<file path="config.mk">
export PLATFORM = sky130hd
export DESIGN_NAME = dm64_step
export DESIGN_NICKNAME = d
export VERILOG_FILES = /design/src/dm64_pkg.sv /design/src/dm64_step.sv
export SDC_FILE = /design/constraint.sdc
export NUM_CORES = 1
export LEC_CHECK = 0
export BUFFER_PORTS_ARGS = -buffer_cell sky130_fd_sc_hd__buf_2
export CORE_AREA = 2 2 154 156
export DETAILED_ROUTE_END_ITERATION = 10
export DIE_AREA = 0 0 156 158
export PLACE_DENSITY = 0.75
export SYNTH_ARGS = -nofsm -noshare
export SYNTH_HDL_FRONTEND = slang
export SYNTH_SLANG_ARGS = --single-unit
</file>
<file path="constraint.sdc">
create_clock -name clk -period 1.25 [get_ports clk]
set_clock_uncertainty 0.15 [all_clocks]
set_input_delay 0.0625 -clock clk [delete_from_list [all_inputs] [get_ports clk]]
set_output_delay 0.0625 -clock clk [all_outputs]
set_load 0.01 [all_outputs]
</file>
<file path="src/dm64_pkg.sv">
// Shared mode codes and the per-item control word of the pipelined divider.
package dm64_pkg;

    // Operation codes carried on the mode field.
    localparam logic [1:0] MODE_UQUO = 2'd0;
    localparam logic [1:0] MODE_UREM = 2'd1;
    localparam logic [1:0] MODE_SQUO = 2'd2;
    localparam logic [1:0] MODE_SREM = 2'd3;

    // Control flags that travel with each item down the pipeline.
    typedef struct packed {
        logic rem_sel;   // deliver the remainder instead of the quotient
        logic neg_quo;   // operand signs differ in a signed mode
        logic neg_rem;   // dividend was negative in a signed mode
        logic dvs_zero;  // divisor is zero, the result is forced to zero
    } dm64_ctl_t;

endpackage

</file>
<file path="src/dm64_step.sv">
// One restoring shift-subtract step of the divider, registered.
module dm64_step #(
    parameter int DATA_WIDTH = 64
) (
    input  logic                    clk,
    input  logic                    rst_n,
    input  logic                    en,
    input  logic                    valid_in,
    input  logic [DATA_WIDTH-1:0]   rem_in,
    input  logic [DATA_WIDTH-1:0]   nq_in,
    input  logic [DATA_WIDTH-1:0]   dvs_in,
    input  dm64_pkg::dm64_ctl_t     ctl_in,
    output logic                    valid_out,
    output logic [DATA_WIDTH-1:0]   rem_out,
    output logic [DATA_WIDTH-1:0]   nq_out,
    output logic [DATA_WIDTH-1:0]   dvs_out,
    output dm64_pkg::dm64_ctl_t     ctl_out
);

    logic [DATA_WIDTH:0]   rem_shift;
    logic [DATA_WIDTH:0]   diff;
    logic                  borrow;
    logic [DATA_WIDTH-1:0] rem_next;
    logic [DATA_WIDTH-1:0] nq_next;

    logic                  valid_reg;
    logic [DATA_WIDTH-1:0] rem_reg;
    logic [DATA_WIDTH-1:0] nq_reg;
    logic [DATA_WIDTH-1:0] dvs_reg;
    dm64_pkg::dm64_ctl_t   ctl_reg;

    // Shift in the next dividend bit and try to subtract the divisor.
    // The low end of nq collects quotient bits as the dividend shifts out.
    always_comb
    begin
        rem_shift = {rem_in, nq_in[DATA_WIDTH-1]};
        diff      = rem_shift - {1'b0, dvs_in};
        borrow    = diff[DATA_WIDTH];
        rem_next  = borrow ? rem_shift[DATA_WIDTH-1:0] : diff[DATA_WIDTH-1:0];
        nq_next   = {nq_in[DATA_WIDTH-2:0], ~borrow};
    end

    // Valid bit of the stage.
    always_ff @(posedge clk or negedge rst_n)
    begin
        if (!rst_n)
        begin
            valid_reg <= 1'b0;
        end
        else if (en)
        begin
            valid_reg <= valid_in;
        end
    end

    // Payload of the stage.
    always_ff @(posedge clk)
    begin
        if (en)
        begin
            rem_reg <= rem_next;
            nq_reg  <= nq_next;
            dvs_reg <= dvs_in;
            ctl_reg <= ctl_in;
        end
    end

    assign valid_out = valid_reg;
    assign rem_out   = rem_reg;
    assign nq_out    = nq_reg;
    assign dvs_out   = dvs_reg;
    assign ctl_out   = ctl_reg;

endmodule

</file>
Word level (Yosys, flattened, before mapping)
Index checks and enable logic that the tools add are counted.
{"block": "word_totals", "reg_bits": 197, "latch_bits": 0, "ram_bits": 0, "romBits": 0, "input_bits": 200, "out_inout_bits": 197, "elab_cells": 11, "n_memories": 0}
{"block": "classes", "add_sub_neg": 1, "multipliers": 0, "n_div": 0, "order_cmp": 0, "n_eq_ne": 0, "n_shift": 0, "n_mux": 1, "bitwise": 1, "n_reduce_logical": 0}
{"op": "$sub A65 B64 Y65", "count": 1}
{"op": "$mux W64", "count": 1}
{"op": "$not A1 Y1", "count": 1}

Longest topological paths before layout
{"block": "depth", "depth_word": 2, "mapped_depth": 17, "depth_no_buf": 13}

Worst setup path after synthesis
No wires, ideal clock.
{"block": "synth_timing", "path_type": "input -> register", "startpoint": "in dvs_in[7]", "endpoint": "reg rem_reg[57], in the netlist rem_out[57], data pin", "setup_time_ns": 0.260, "t_arrival_ns": 2.805, "required_ns": 0.840, "slack_ns": -1.965, "stages": 17, "n_path_buf": 5, "path_cell_list": "inv_1 -> ha_1 -> buf_2 -> a21oi_2 -> nor2_1 -> o41ai_4 -> o22ai_2 -> o21ai_2 -> a211oi_2 -> or3_1 -> buf_6 -> and3_1 -> buf_6 -> inv_4 -> buf_6 -> buf_8 -> mux2_4"}
{"block": "synth_via", "elab_chain_cells": 2}
{"item": "start, declared", "line": "dm64_step.sv:11", "source": "input logic [DATA_WIDTH-1:0] dvs_in,"}
{"item": "$sub A65 B64 Y65", "line": "dm64_step.sv:37", "source": "diff = rem_shift - {1'b0, dvs_in};"}
{"item": "$mux W64", "line": "dm64_step.sv:39", "source": "rem_next = borrow ? rem_shift[DATA_WIDTH-1:0] : diff[DATA_WIDTH-1:0];"}
{"item": "net rem_next[57]", "line": "dm64_step.sv:23", "source": "logic [DATA_WIDTH-1:0] rem_next;"}
{"item": "end signal, assigned", "line": "dm64_step.sv:61", "source": "rem_reg <= rem_next;"}
{"item": "end, declared", "line": "dm64_step.sv:27", "source": "logic [DATA_WIDTH-1:0] rem_reg;"}
The timed path passes the listed nets, and every way through them passes these cells.
A chain may end at the register's enable or synchronous reset.

Worst setup path in the final report
{"block": "layout_timing", "startpoint": "in dvs_in[21]", "endpoint": "reg rem_reg[23], in the netlist rem_out[23], data pin"}
Same word-level chain as after synthesis.

==> impl_metrics.env <==
export IMPL_outcome="complete, but fails checks"
export IMPL_violations="negative setup slack"
export IMPL_grt_first_pass_wirelength_um=64100
export IMPL_core_rowCount=56
export IMPL_synth_main_ff_cell="edfxtp_1"
export IMPL_cts_htree_levels=4
export IMPL_wl_per_cell_um=20.5
export IMPL_grt_max_degree=35
export IMPL_p_per_area_mw_per_mm2=1130
export IMPL_leakagePower_nw=8.77
export IMPL_hold_class="in -> reg"
export IMPL_drt_iter0_drc=1052
export IMPL_synth_fp_nets=1226
export IMPL_clock_sinks=197
export IMPL_cap_viol_max_count=0
export IMPL_final_cell_mix="buf_2, buf_4, dlygate4sd3_1"
export IMPL_fp_dieW_um=156
export IMPL_nFillCells=1216
export IMPL_area_growth_pct=71.0
export IMPL_syn_area_per_cell_um2=11.6
export IMPL_rsz0062_at_grt="true"
export IMPL_fmax_mhz=343
export IMPL_ys_seq_elements=197
export IMPL_seqCellArea_mm2=0.00591
export IMPL_dp_hpwl_um=27100
export IMPL_yosysUniqueCellTypes=76
export IMPL_cts_root_buf="clkbuf_16"
export IMPL_cts_buffers=17
export IMPL_cts_clk_slew_worst_paths_ns=0.08
export IMPL_synth_seq_area_share=0.532
export IMPL_worst_setup_path_end_kind="flip-flop"
export IMPL_synthTopCellsByArea="edfxtp_1, ha_1, mux2_2"
export IMPL_slew_violations=0
export IMPL_synth_area_mm2=0.0111
export IMPL_whs_ns=0.0437
export IMPL_antenna_found_initial=2
export IMPL_cp_required_ns=1.29
export IMPL_peakVddDrop_mv=0.969
export IMPL_grt_pass1_vias=12100
export IMPL_antenna_left=0
export IMPL_gp_congestion=0.902
export IMPL_port_buffers=396
export IMPL_cts_tree="yes"
export IMPL_final_hold_viol_count=0
export IMPL_remaining_drc_errors=0
export IMPL_dieArea_mm2=0.0246
export IMPL_setup_violations=67
export IMPL_totalWireLength_um=43700
export IMPL_clk_latency_ns=0.44
export IMPL_grt_overflow=0
export IMPL_drtPass1Iterations=5
export IMPL_cts_buffer_depth=2
export IMPL_period_needed_ns=2.91
export IMPL_viasPerCell=5.57
export IMPL_drive_above_1_share=0.464
export IMPL_start_util=0.482
export IMPL_core_mm2=0.0231
export IMPL_async_flop_share=0.00508
export IMPL_max_slew_margin=0.553
export IMPL_finalWorstSetupSlack_ns=-1.66
export IMPL_nNetsFinal=2093
export IMPL_fin_cells=2134
export IMPL_critPathLaunchType="input pin"
export IMPL_crit_type="in -> reg"
export IMPL_multiInputGateArea_mm2=0.00530
export IMPL_critical_path_max_fanout=12
export IMPL_final_common_cell="buf_2"
export IMPL_tightest_slew_ns=0.654
export IMPL_track_usage=0.338
export IMPL_fin_crit_sh=2.33
export IMPL_synth_top_area_frac=0.530
export IMPL_netlist_instances=961
export IMPL_arrival_ns=2.95
export IMPL_yosys_area_top_type="edfxtp_1"
export IMPL_tns_ns=-102.14
export IMPL_dp_cells=1879
export IMPL_die_h_um=158
export IMPL_vias=11900
export IMPL_ios=397
export IMPL_ys_warn_count=0
export IMPL_synth_edff_count=196
## report_power, final
| part | total (mW) | switching (mW) | internal (mW) | leakage [nW] |
|---|---|---|---|---|
| registers | 8.40 | 0.230 | 8.17 | 1.93 |
| clock network | 5.65 | 2.93 | 2.72 | 0.292 |
| logic | 7.46 | 3.63 | 3.83 | 6.54 |
## metrics by stage
stage / cell area, µm² / setup slack [ns] / power (mW) / utilization
5_1_grt: 19000 / -1.69 / 22.2 / 0.824
3_5_place_dp: 15500 / -2.11 / 14.4 / 0.674
2_1_floorplan: 11300 / -1.86 / 11.5 / -
4_1_cts: 18900 / -1.49 / 21.1 / 0.821
3_3_place_gp: 15500 / -2.06 / 14.3 / 0.674
6_report: 19000 / -1.66 / 21.5 / 0.824
## area by class of cell
| type | instances | share of cell area |
|---|---|---|
| Antenna cell | 3 | 0.000395 |
| Timing Repair Buffer | 883 | 0.340 |
| Sequential cell | 197 | 0.311 |
| Clock buffer | 17 | 0.0224 |
| Inverter | 88 | 0.0191 |
| Clock inverter | 15 | 0.00928 |
| Tap cell | 290 | 0.0191 |
| Multi-Input combinational cell | 641 | 0.279 |
## critical path: stages
cell and delay, ns:
buf_8 0.10, inv_4 0.06, ha_4 0.21, buf_6 0.13
nand4_4 0.08, buf_4 0.12, buf_4 0.10, o22ai_1 0.11
o21ai_2 0.19, nand4_1 0.19, o21ai_4 0.24, a211oi_4 0.11
or3_4 0.38, and3_4 0.20, clkinv_8 0.10, clkbuf_16 0.19
mux2_2 0.35
## synth_stat cells (8+ instances only)
library cell / instances
edfxtp_1: 196
inv_1: 87
a21oi_1: 78
nand2_1: 67
ha_1: 64
mux2_2: 50
nor2_1: 46
o21ai_0: 41
a21o_1: 32
xnor2_1: 32
xor2_1: 22
nand4_1: 20
clkbuf_1: 19
nor3_1: 14
nor2b_1: 13
o21bai_1: 13
nand3_1: 11
a31oi_1: 10
and3_1: 10
mux2i_1: 9
o21a_1: 9
nand2b_1: 8
## worst paths after layout
kind	start	end	slack, ns	cells past startpoint
max	dvs_in[21]	rem_out[23]	-1.66	17
min	rem_in[62]	rem_out[63]	0.04	4
max reg2reg	valid_out	valid_out	0.36	1
min reg2reg	valid_out	valid_out	0.37	1
max in group asynchronous	rst_n	valid_out	0.58	3
min in group asynchronous	rst_n	valid_out	0.28	3
## kinds of logic (layout without fill, tap and decap cells)
kind of cell    count (synthesis)  count (layout)  share of synthesized area
xor+xnor                       54              54                     0.0426
other cells                     0               3                          0
fa+ha+maj                      65              65                     0.0739
buf+inv                       123            1003                     0.0471
mux                            60              60                     0.0601
flops                         197             197                      0.532
simple gates                  222             222                      0.103
compound gates                240             240                      0.141
## routing by layer
metal	share of wire	routed length (µm)	track usage
met5	0	0	0
met4	0.060	2630	0.196
met3	0.081	3530	0.0698
met2	0.50	22100	0.615
met1	0.35	15500	0.366
## timing repair
item                       4_1_cts  5_1_grt
hold endpoints to repair       259        0
setup endpoints to repair       69       71
cloned                           3        1
pin swaps                       31       15
hold buffers                   197        0
buffers inserted                21        6
resized for setup              130       13
## state kept, by name (all words and copies together), names as in the netlist
name and cells:
dvs_out 64, nq_out 64, rem_out 64, ctl_out 4
valid_out 1
Power figures use the tool's default switching activity.
