**config.mk**
```make
export PLATFORM = sky130hd
export DESIGN_NAME = dm64_post
export DESIGN_NICKNAME = d
export VERILOG_FILES = /design/src/dm64_pkg.sv /design/src/dm64_post.sv
export SDC_FILE = /design/constraint.sdc
export NUM_CORES = 1
export LEC_CHECK = 0
export ABC_AREA = 1
export BUFFER_PORTS_ARGS = -buffer_cell sky130_fd_sc_hd__buf_2
export CAP_MARGIN = 20
export CELL_PAD_IN_SITES_DETAIL_PLACEMENT = 1
export CELL_PAD_IN_SITES_GLOBAL_PLACEMENT = 1
export CORE_MARGIN = 2
export CORE_UTILIZATION = 34
export CTS_CLUSTER_SIZE = 40
export DETAILED_ROUTE_END_ITERATION = 8
export PLACE_DENSITY_LB_ADDON = 0.08
export SYNTH_ARGS = -nofsm -noshare
export SYNTH_HDL_FRONTEND = slang
export SYNTH_SLANG_ARGS = --single-unit
```
**constraint.sdc**
```tcl
create_clock -name clk -period 1 [get_ports clk]
set_clock_uncertainty 0.05 [all_clocks]
set_input_delay 0 -clock clk [delete_from_list [all_inputs] [get_ports clk]]
set_output_delay 0 -clock clk [all_outputs]
set_load 0.01 [all_outputs]
```
**src/dm64_pkg.sv**
```systemverilog
// Shared mode codes and the per-item control word of the pipelined divider.
package dm64_pkg;

    // Operation codes carried on the mode field.
    localparam logic [1:0] MODE_UQUO = 2'd0;
    localparam logic [1:0] MODE_UREM = 2'd1;
    localparam logic [1:0] MODE_SQUO = 2'd2;
    localparam logic [1:0] MODE_SREM = 2'd3;

    // Control flags that travel with each item down the pipeline.
    typedef struct packed {
        logic rem_sel;   // deliver the remainder instead of the quotient
        logic neg_quo;   // operand signs differ in a signed mode
        logic neg_rem;   // dividend was negative in a signed mode
        logic dvs_zero;  // divisor is zero, the result is forced to zero
    } dm64_ctl_t;

endpackage

```
**src/dm64_post.sv**
```systemverilog
// Output stage: selects quotient or remainder, fixes the sign and holds the result.
module dm64_post #(
    parameter int DATA_WIDTH = 64
) (
    input  logic                    clk,
    input  logic                    rst_n,
    input  logic                    en,
    input  logic                    valid_in,
    input  logic [DATA_WIDTH-1:0]   rem_in,
    input  logic [DATA_WIDTH-1:0]   quo_in,
    input  dm64_pkg::dm64_ctl_t     ctl_in,
    output logic                    valid_out,
    output logic [DATA_WIDTH-1:0]   result
);

    localparam logic [DATA_WIDTH-1:0] ZERO = '0;

    logic [DATA_WIDTH-1:0] sel;
    logic                  neg;
    logic [DATA_WIDTH-1:0] result_next;

    logic                  valid_reg;
    logic [DATA_WIDTH-1:0] result_reg;

    // Pick the requested value and restore its sign; a zero divisor gives zero.
    always_comb
    begin
        sel = ctl_in.rem_sel ? rem_in : quo_in;
        neg = ctl_in.rem_sel ? ctl_in.neg_rem : ctl_in.neg_quo;
        if (ctl_in.dvs_zero)
        begin
            result_next = ZERO;
        end
        else if (neg)
        begin
            result_next = ZERO - sel;
        end
        else
        begin
            result_next = sel;
        end
    end

    // Valid bit of the output register.
    always_ff @(posedge clk or negedge rst_n)
    begin
        if (!rst_n)
        begin
            valid_reg <= 1'b0;
        end
        else if (en)
        begin
            valid_reg <= valid_in;
        end
    end

    // Result register.
    always_ff @(posedge clk)
    begin
        if (en)
        begin
            result_reg <= result_next;
        end
    end

    assign valid_out = valid_reg;
    assign result    = result_reg;

endmodule

```
==> results of run 1 <==
## logic make-up after synthesis
family	synth area share [%]
and+or+nand+nor	46.2
buffers and inverters	11.3
AOI/OAI and AO/OA	9.02
DFF	32.9
muxes	0.359
adders and majority gates	0.211
## layer usage
layer | global-route usage (%) | GRT overflow
met4 | 70.6 | 4
met5 | 18.9 | 0
met2 | 90.6 | 6
met3 | 60.6 | 0
met1 | 71.7 | 0
## per-stage QoR
| stage | utilization (%) | worst slack (ns) | cell area (µm²) |
|---|---|---|---|
| CTS | 61.5 | -0.519 | 10600 |
| floorplan | - | -0.739 | 6120 |
| detailed placement | 49.5 | -1.18 | 8490 |
| global placement | 49.5 | -1.21 | 8490 |
## synth_stat cells
cell type and number:
dfrtp_1 1, nor3_1 20, nor2_1 167, inv_4 1, nand4_1 7, or2_2 1, inv_1 118, inv_2 4
clkbuf_1 6, nand3_1 47, mux2_2 1, or2_0 1, buf_1 2, buf_6 6, a21boi_0 1, a21oi_1 49
o21a_1 3, o21ai_2 3, mux2i_1 1, nor3b_1 2, o21ai_1 14, buf_4 5, nor2_4 3, buf_2 14
a211oi_1 1, nor2_2 10, and2_1 3, o21ai_0 31, edfxtp_1 64, nand2_2 13, or2_1 1, nand3_2 1
ha_1 1, nand2_1 397
## repair_timing
item | 4_1_cts
resized for setup | 335
cloned | 7
pin swaps | 115
hold buffers | 3
setup buffers | 51
endpoints found under the setup margin | 63
endpoints found under the hold margin | 2
==> out/metrics.csv, run 1 <==
stage,metric,value,unit
synth,Avg Inst Size Synth,5.93,µm²
timing,Worst endpoint type,register input,
run_status,last stage reached,global routing,
clock_tree,Max H-tree Level,3,
run_status,status,did not finish,
synth,Synth area leaders,"edfxtp_1 32%, nand2_1 25%, nor2_1 11%, inv_1 7.5%, a21oi_1 4.1%",
clock_tree,clock root cell,clkbuf_16,
global_route,pin count of the biggest net entering global routing,23,
global_route,total track usage,73.0,%
synth,register area share after synthesis,32.9,%
placement,dpl cells,1553,
synth,number of synthesis warnings,0,
placement,GP Congestion,0.926,
global_route,Overflow after GRT,10,
synth,Mapped Area,5920,µm²
synth,syn nets,1136,
die,Core Rows,48,
die,Die Span X,136,µm
clock_tree,CTS Sinks,65,
clock_tree,maximum clock insertion buffer count,2,
placement,input/output buffers,200,
die,Die Span Y,136,µm
synth,post-synth cell types,34,
die,Ports,201,
clock_tree,CTS buffer count,9,
placement,HPWL after detailed placement,22300,µm
die,Initial Util,34.5,%
timing,worst_ep grt,result[58]$_SDFFCE_PP0P_/D,
synth,register bit total from synthesis,65,
run_status,Error,[ERROR GRT-0232] Routing congestion too high. Check the congestion heatmap in the GUI.,
global_route,antenna violations before repair,11,
synth,cells after synthesis,999,
synth,dominant cell type by area after synthesis,edfxtp_1,
synth,top cell type's share of synthesized area,32.5,%
==> run 2, diff against run 1 <==
==> config.mk (replaced) <==
export PLATFORM = sky130hd
export DESIGN_NAME = dm64_post
export DESIGN_NICKNAME = d
export VERILOG_FILES = /design/src/dm64_pkg.sv /design/src/dm64_post.sv
export SDC_FILE = /design/constraint.sdc
export NUM_CORES = 1
export LEC_CHECK = 0
export ABC_AREA = 1
export BUFFER_PORTS_ARGS = -buffer_cell sky130_fd_sc_hd__buf_2
export CAP_MARGIN = 20
export CORE_MARGIN = 2
export CORE_UTILIZATION = 40
export DETAILED_ROUTE_END_ITERATION = 8
export PLACE_DENSITY_LB_ADDON = 0.15
export SYNTH_ARGS = -nofsm -noshare
export SYNTH_HDL_FRONTEND = slang
export SYNTH_SLANG_ARGS = --single-unit
==> run 2 against run 1 <==
- the flow now finishes, with violations (negative setup slack)
- synthesized area unchanged
- synthesized cell count unchanged
==> out/metrics.csv, run 2 <==
stage,metric,value,unit,change
detailed_routing,routed via count,7902,,
placement,placed cell areas,8400,µm²,-1.1%
timing,final setup margin,-0.600,ns,
worst_setup_path,CP Cell Sequence,"buf_16, inv_16, buf_8, nand2_1, nand2_2, nand2_1, nor2_2, nand2_1, nor2_4, nand2_2, nand2_4, nand3_2, nor2_2, nor2_2",,
synth,Compound-Gate Fraction of Synth Area,9.02,%,unchanged
die,Ports,201,,unchanged
placement,HPWL after detailed placement,18400,µm,-17%
worst_setup_path,Worst EP arrival,1.64,ns,
synth,dominant synthesized flop cell,edfxtp_1,,
worst_setup_path,CP Buf/Inv Count,3,,
detailed_routing,ANT nets after route,0,,
die,Die Span Y,126,µm,-7.6%
final_layout,fin cells,1567,,
synth,cells after synthesis,999,,unchanged
power,Leakage,0.00502,µW,
worst_setup_path,Slowest cell on crit path,nor2_4,,
synth,Avg Inst Size Synth,5.93,µm²,unchanged
synth,combinational family with the most area after synthesis,simple AND/OR/NAND/NOR gates,,
timing,hold_ws,0.0561,ns,
global_route,antenna violations before repair,0,,
worst_setup_path,Crit. End Element,flip-flop,,
global_route,total track usage,29.3,%,
synth,"top cells by count, synth","397 x nand2_1, 167 x nor2_1, 118 x inv_1, 64 x edfxtp_1, 49 x a21oi_1",,
timing,Final Hold Vio Count,0,,
run_status,status,"finished, violations left",,
worst_setup_path,CP top delay family,simple AND/OR/NAND/NOR gates,,
timing,Rel. slew slack,63.0,%,
synth,Mapped Area,5920,µm²,unchanged
synth,number of synthesis warnings,0,,unchanged
timing,Slew @ Worst Pin,0.549,ns,
clock_tree,TritonCTS clock tree,yes,,
die,core area,14500,µm²,
run_status,failing checks,negative setup slack,,
final_layout,max FFs per register,64,,
final_layout,Nets,1515,,
timing,achievable frequency,625,MHz,
clock_tree,Max H-tree Level,3,,unchanged
power,Max IR drop VDD,0.000914,V,
clock_tree,CTS Sinks,65,,unchanged
placement,GP Congestion,0.930,,+0.46%
placement,dpl cells,1508,,-2.9%
detailed_routing,DR pass1 iterations,5,,
global_route,first-pass GRT wire length,36400,µm,
die,Die ar.,15800,µm²,
die,Initial Util,40.9,%,+6.4 points
synth,register area share after synthesis,32.9,%,unchanged
synth,top cell type's share of synthesized area,32.5,%,unchanged
synth,most frequent cell after synthesis,nand2_1,,
synth,post-synth cell types,34,,unchanged
detailed_routing,Post-Route WL,24800,µm,
final_layout,area grow syn2layout,75.9,%,
detailed_routing,routed wire length per instance,15.8,µm,
synth,"EDFF count, synth",64,,unchanged
timing,Final min period,1.60,ns,
timing,RSZ-0062 raised after global routing,yes,,
clock_tree,CTS buffer count,9,,unchanged
final_layout,most frequent cells in the layout,"269 x nand2_1, 199 x buf_2, 166 x buf_4, 116 x nand2_2, 109 x inv_1",,
synth,register bit total from synthesis,65,,unchanged
synth,mux cell area share after synthesis,0.359,%,unchanged
worst_setup_path,"setup slack, reg-to-reg",0.21,ns,
synth,syn nets,1136,,unchanged
worst_setup_path,Setup CP Type,in -> reg,,
run,# Max-Cap Violations,0,,
final_layout,share of cells above drive strength 1,53.7,%,
global_route,Overflow after GRT,0,,
clock_tree,clock-pin slew on the worst setup and hold paths,0.05,ns,
placement,input/output buffers,200,,unchanged
timing,max-slew violation count,0,,
worst_setup_path,Worst Path Required,1.04,ns,
synth,ys async rst share,1.54,%,unchanged
detailed_routing,DRC,0,,
synth,dominant cell type by area after synthesis,edfxtp_1,,
global_route,vias in the first global route,7073,,
hold_path,Hold Crit Class,in -> reg,,
timing,post-route clock period utilization,160,%,
synth,xor/xnor cell area share of the yosys netlist,0,%,unchanged
worst_setup_path,CP max stage delay,0.19,ns,
placement,pre-CTS setup slack,-1.04,ns,+0.141 ns
clock_tree,worst-skew pair later-pin latency,0.33,ns,
clock_tree,maximum clock insertion buffer count,2,,unchanged
detailed_routing,Iteration-0 DRC Markers,691,,
synth,post-synthesis adder-cell area fraction,0.211,%,unchanged
clock_tree,clock root cell,clkbuf_16,,
power,Power Density,1020,nW/µm²,
power,Design Power,10600,µW,
worst_setup_path,largest fanout on the critical path,14,,
global_route,pin count of the biggest net entering global routing,32,,
die,Core Rows,44,,-8.3%
synth,Synth area leaders,"edfxtp_1 32%, nand2_1 25%, nor2_1 11%, inv_1 7.5%, a21oi_1 4.1%",,
die,Die Span X,126,µm,-7.6%
final_layout,"commonest non-fill, non-tap cell in the layout",nand2_1,,
final_layout,antenna diode count,0,,
final_layout,final instance area,10400,µm²,
worst_setup_path,Worst setup SP type,input pin,,
synth,Synth Area in Simple Gates,46.2,%,unchanged
detailed_routing,Via-to-Cell Ratio,5.04,,
timing,endpoints failing setup,63,,
-- run 2: cell counts after synthesis --
Identical to the previous run, type by type.
-- run 2: logic make-up after synthesis --
group / count (synthesis)
buffers and inverters: 156
and+or+nand+nor: 673
DFF: 65
adders and majority gates: 1
AOI/OAI and AO/OA: 102
muxes: 2
-- run 2: power breakdown --
group | internal, µW | switching, µW
Sequential | 3320 | 67.1
Combinational | 1820 | 2310
Clock | 1910 | 1170
Total | 7050 | 3550
-- run 2: final cells by class --
| class | instances | area (µm²) |
|---|---|---|
| multi-input cells | 778 | 4560 |
| fillers | 1220 | 4070 |
| repair buffers | 401 | 2900 |
| flip-flops and latches | 65 | 1950 |
| inverters | 123 | 485 |
| well taps | 184 | 230 |
| clock buffers | 10 | 229 |
| clock inverters | 6 | 60.1 |
-- run 2: per-layer routing --
metal  up-vias  track usage, %  wire length (µm)
li1       3884               -                 -
met1      3566            43.2             10800
met2       417            44.9             11200
met3        35            5.73              2490
met4         0            6.14               326
met5         -               0                 0
-- run 2: final timing paths --
| kind | endpoint | depth (start not counted) | from |
|---|---|---|---|
| min in group asynchronous | valid_out | 3 | rst_n |
| max reg2reg | valid_out | 1 | valid_out |
| max | result[46] | 14 | ctl_in[3] |
| min reg2reg | valid_out | 1 | valid_out |
| min | result[4] | 1 | en |
| max in group asynchronous | valid_out | 3 | rst_n |
-- run 2: per-stage QoR --
stage | TNS [ns] | util (%)
finish | -26.86 | 71.9
global route | -31.54 | 71.9
CTS | -23.19 | 66.4
floorplan | -33.25 | -
global placement | -54.46 | 58.0
detailed placement | -56.40 | 58.0
-- run 2: timing repair --
item | CTS | global route
pin swaps | 63 | 69
endpoints found under the setup margin | 64 | 64
hold endpoints to repair | 2 | 0
cloned | 4 | 3
hold buffers | 3 | 0
resized for setup | 199 | 184
setup buffers | 22 | 13
No activity file was read; power rests on OpenSTA's default activity.
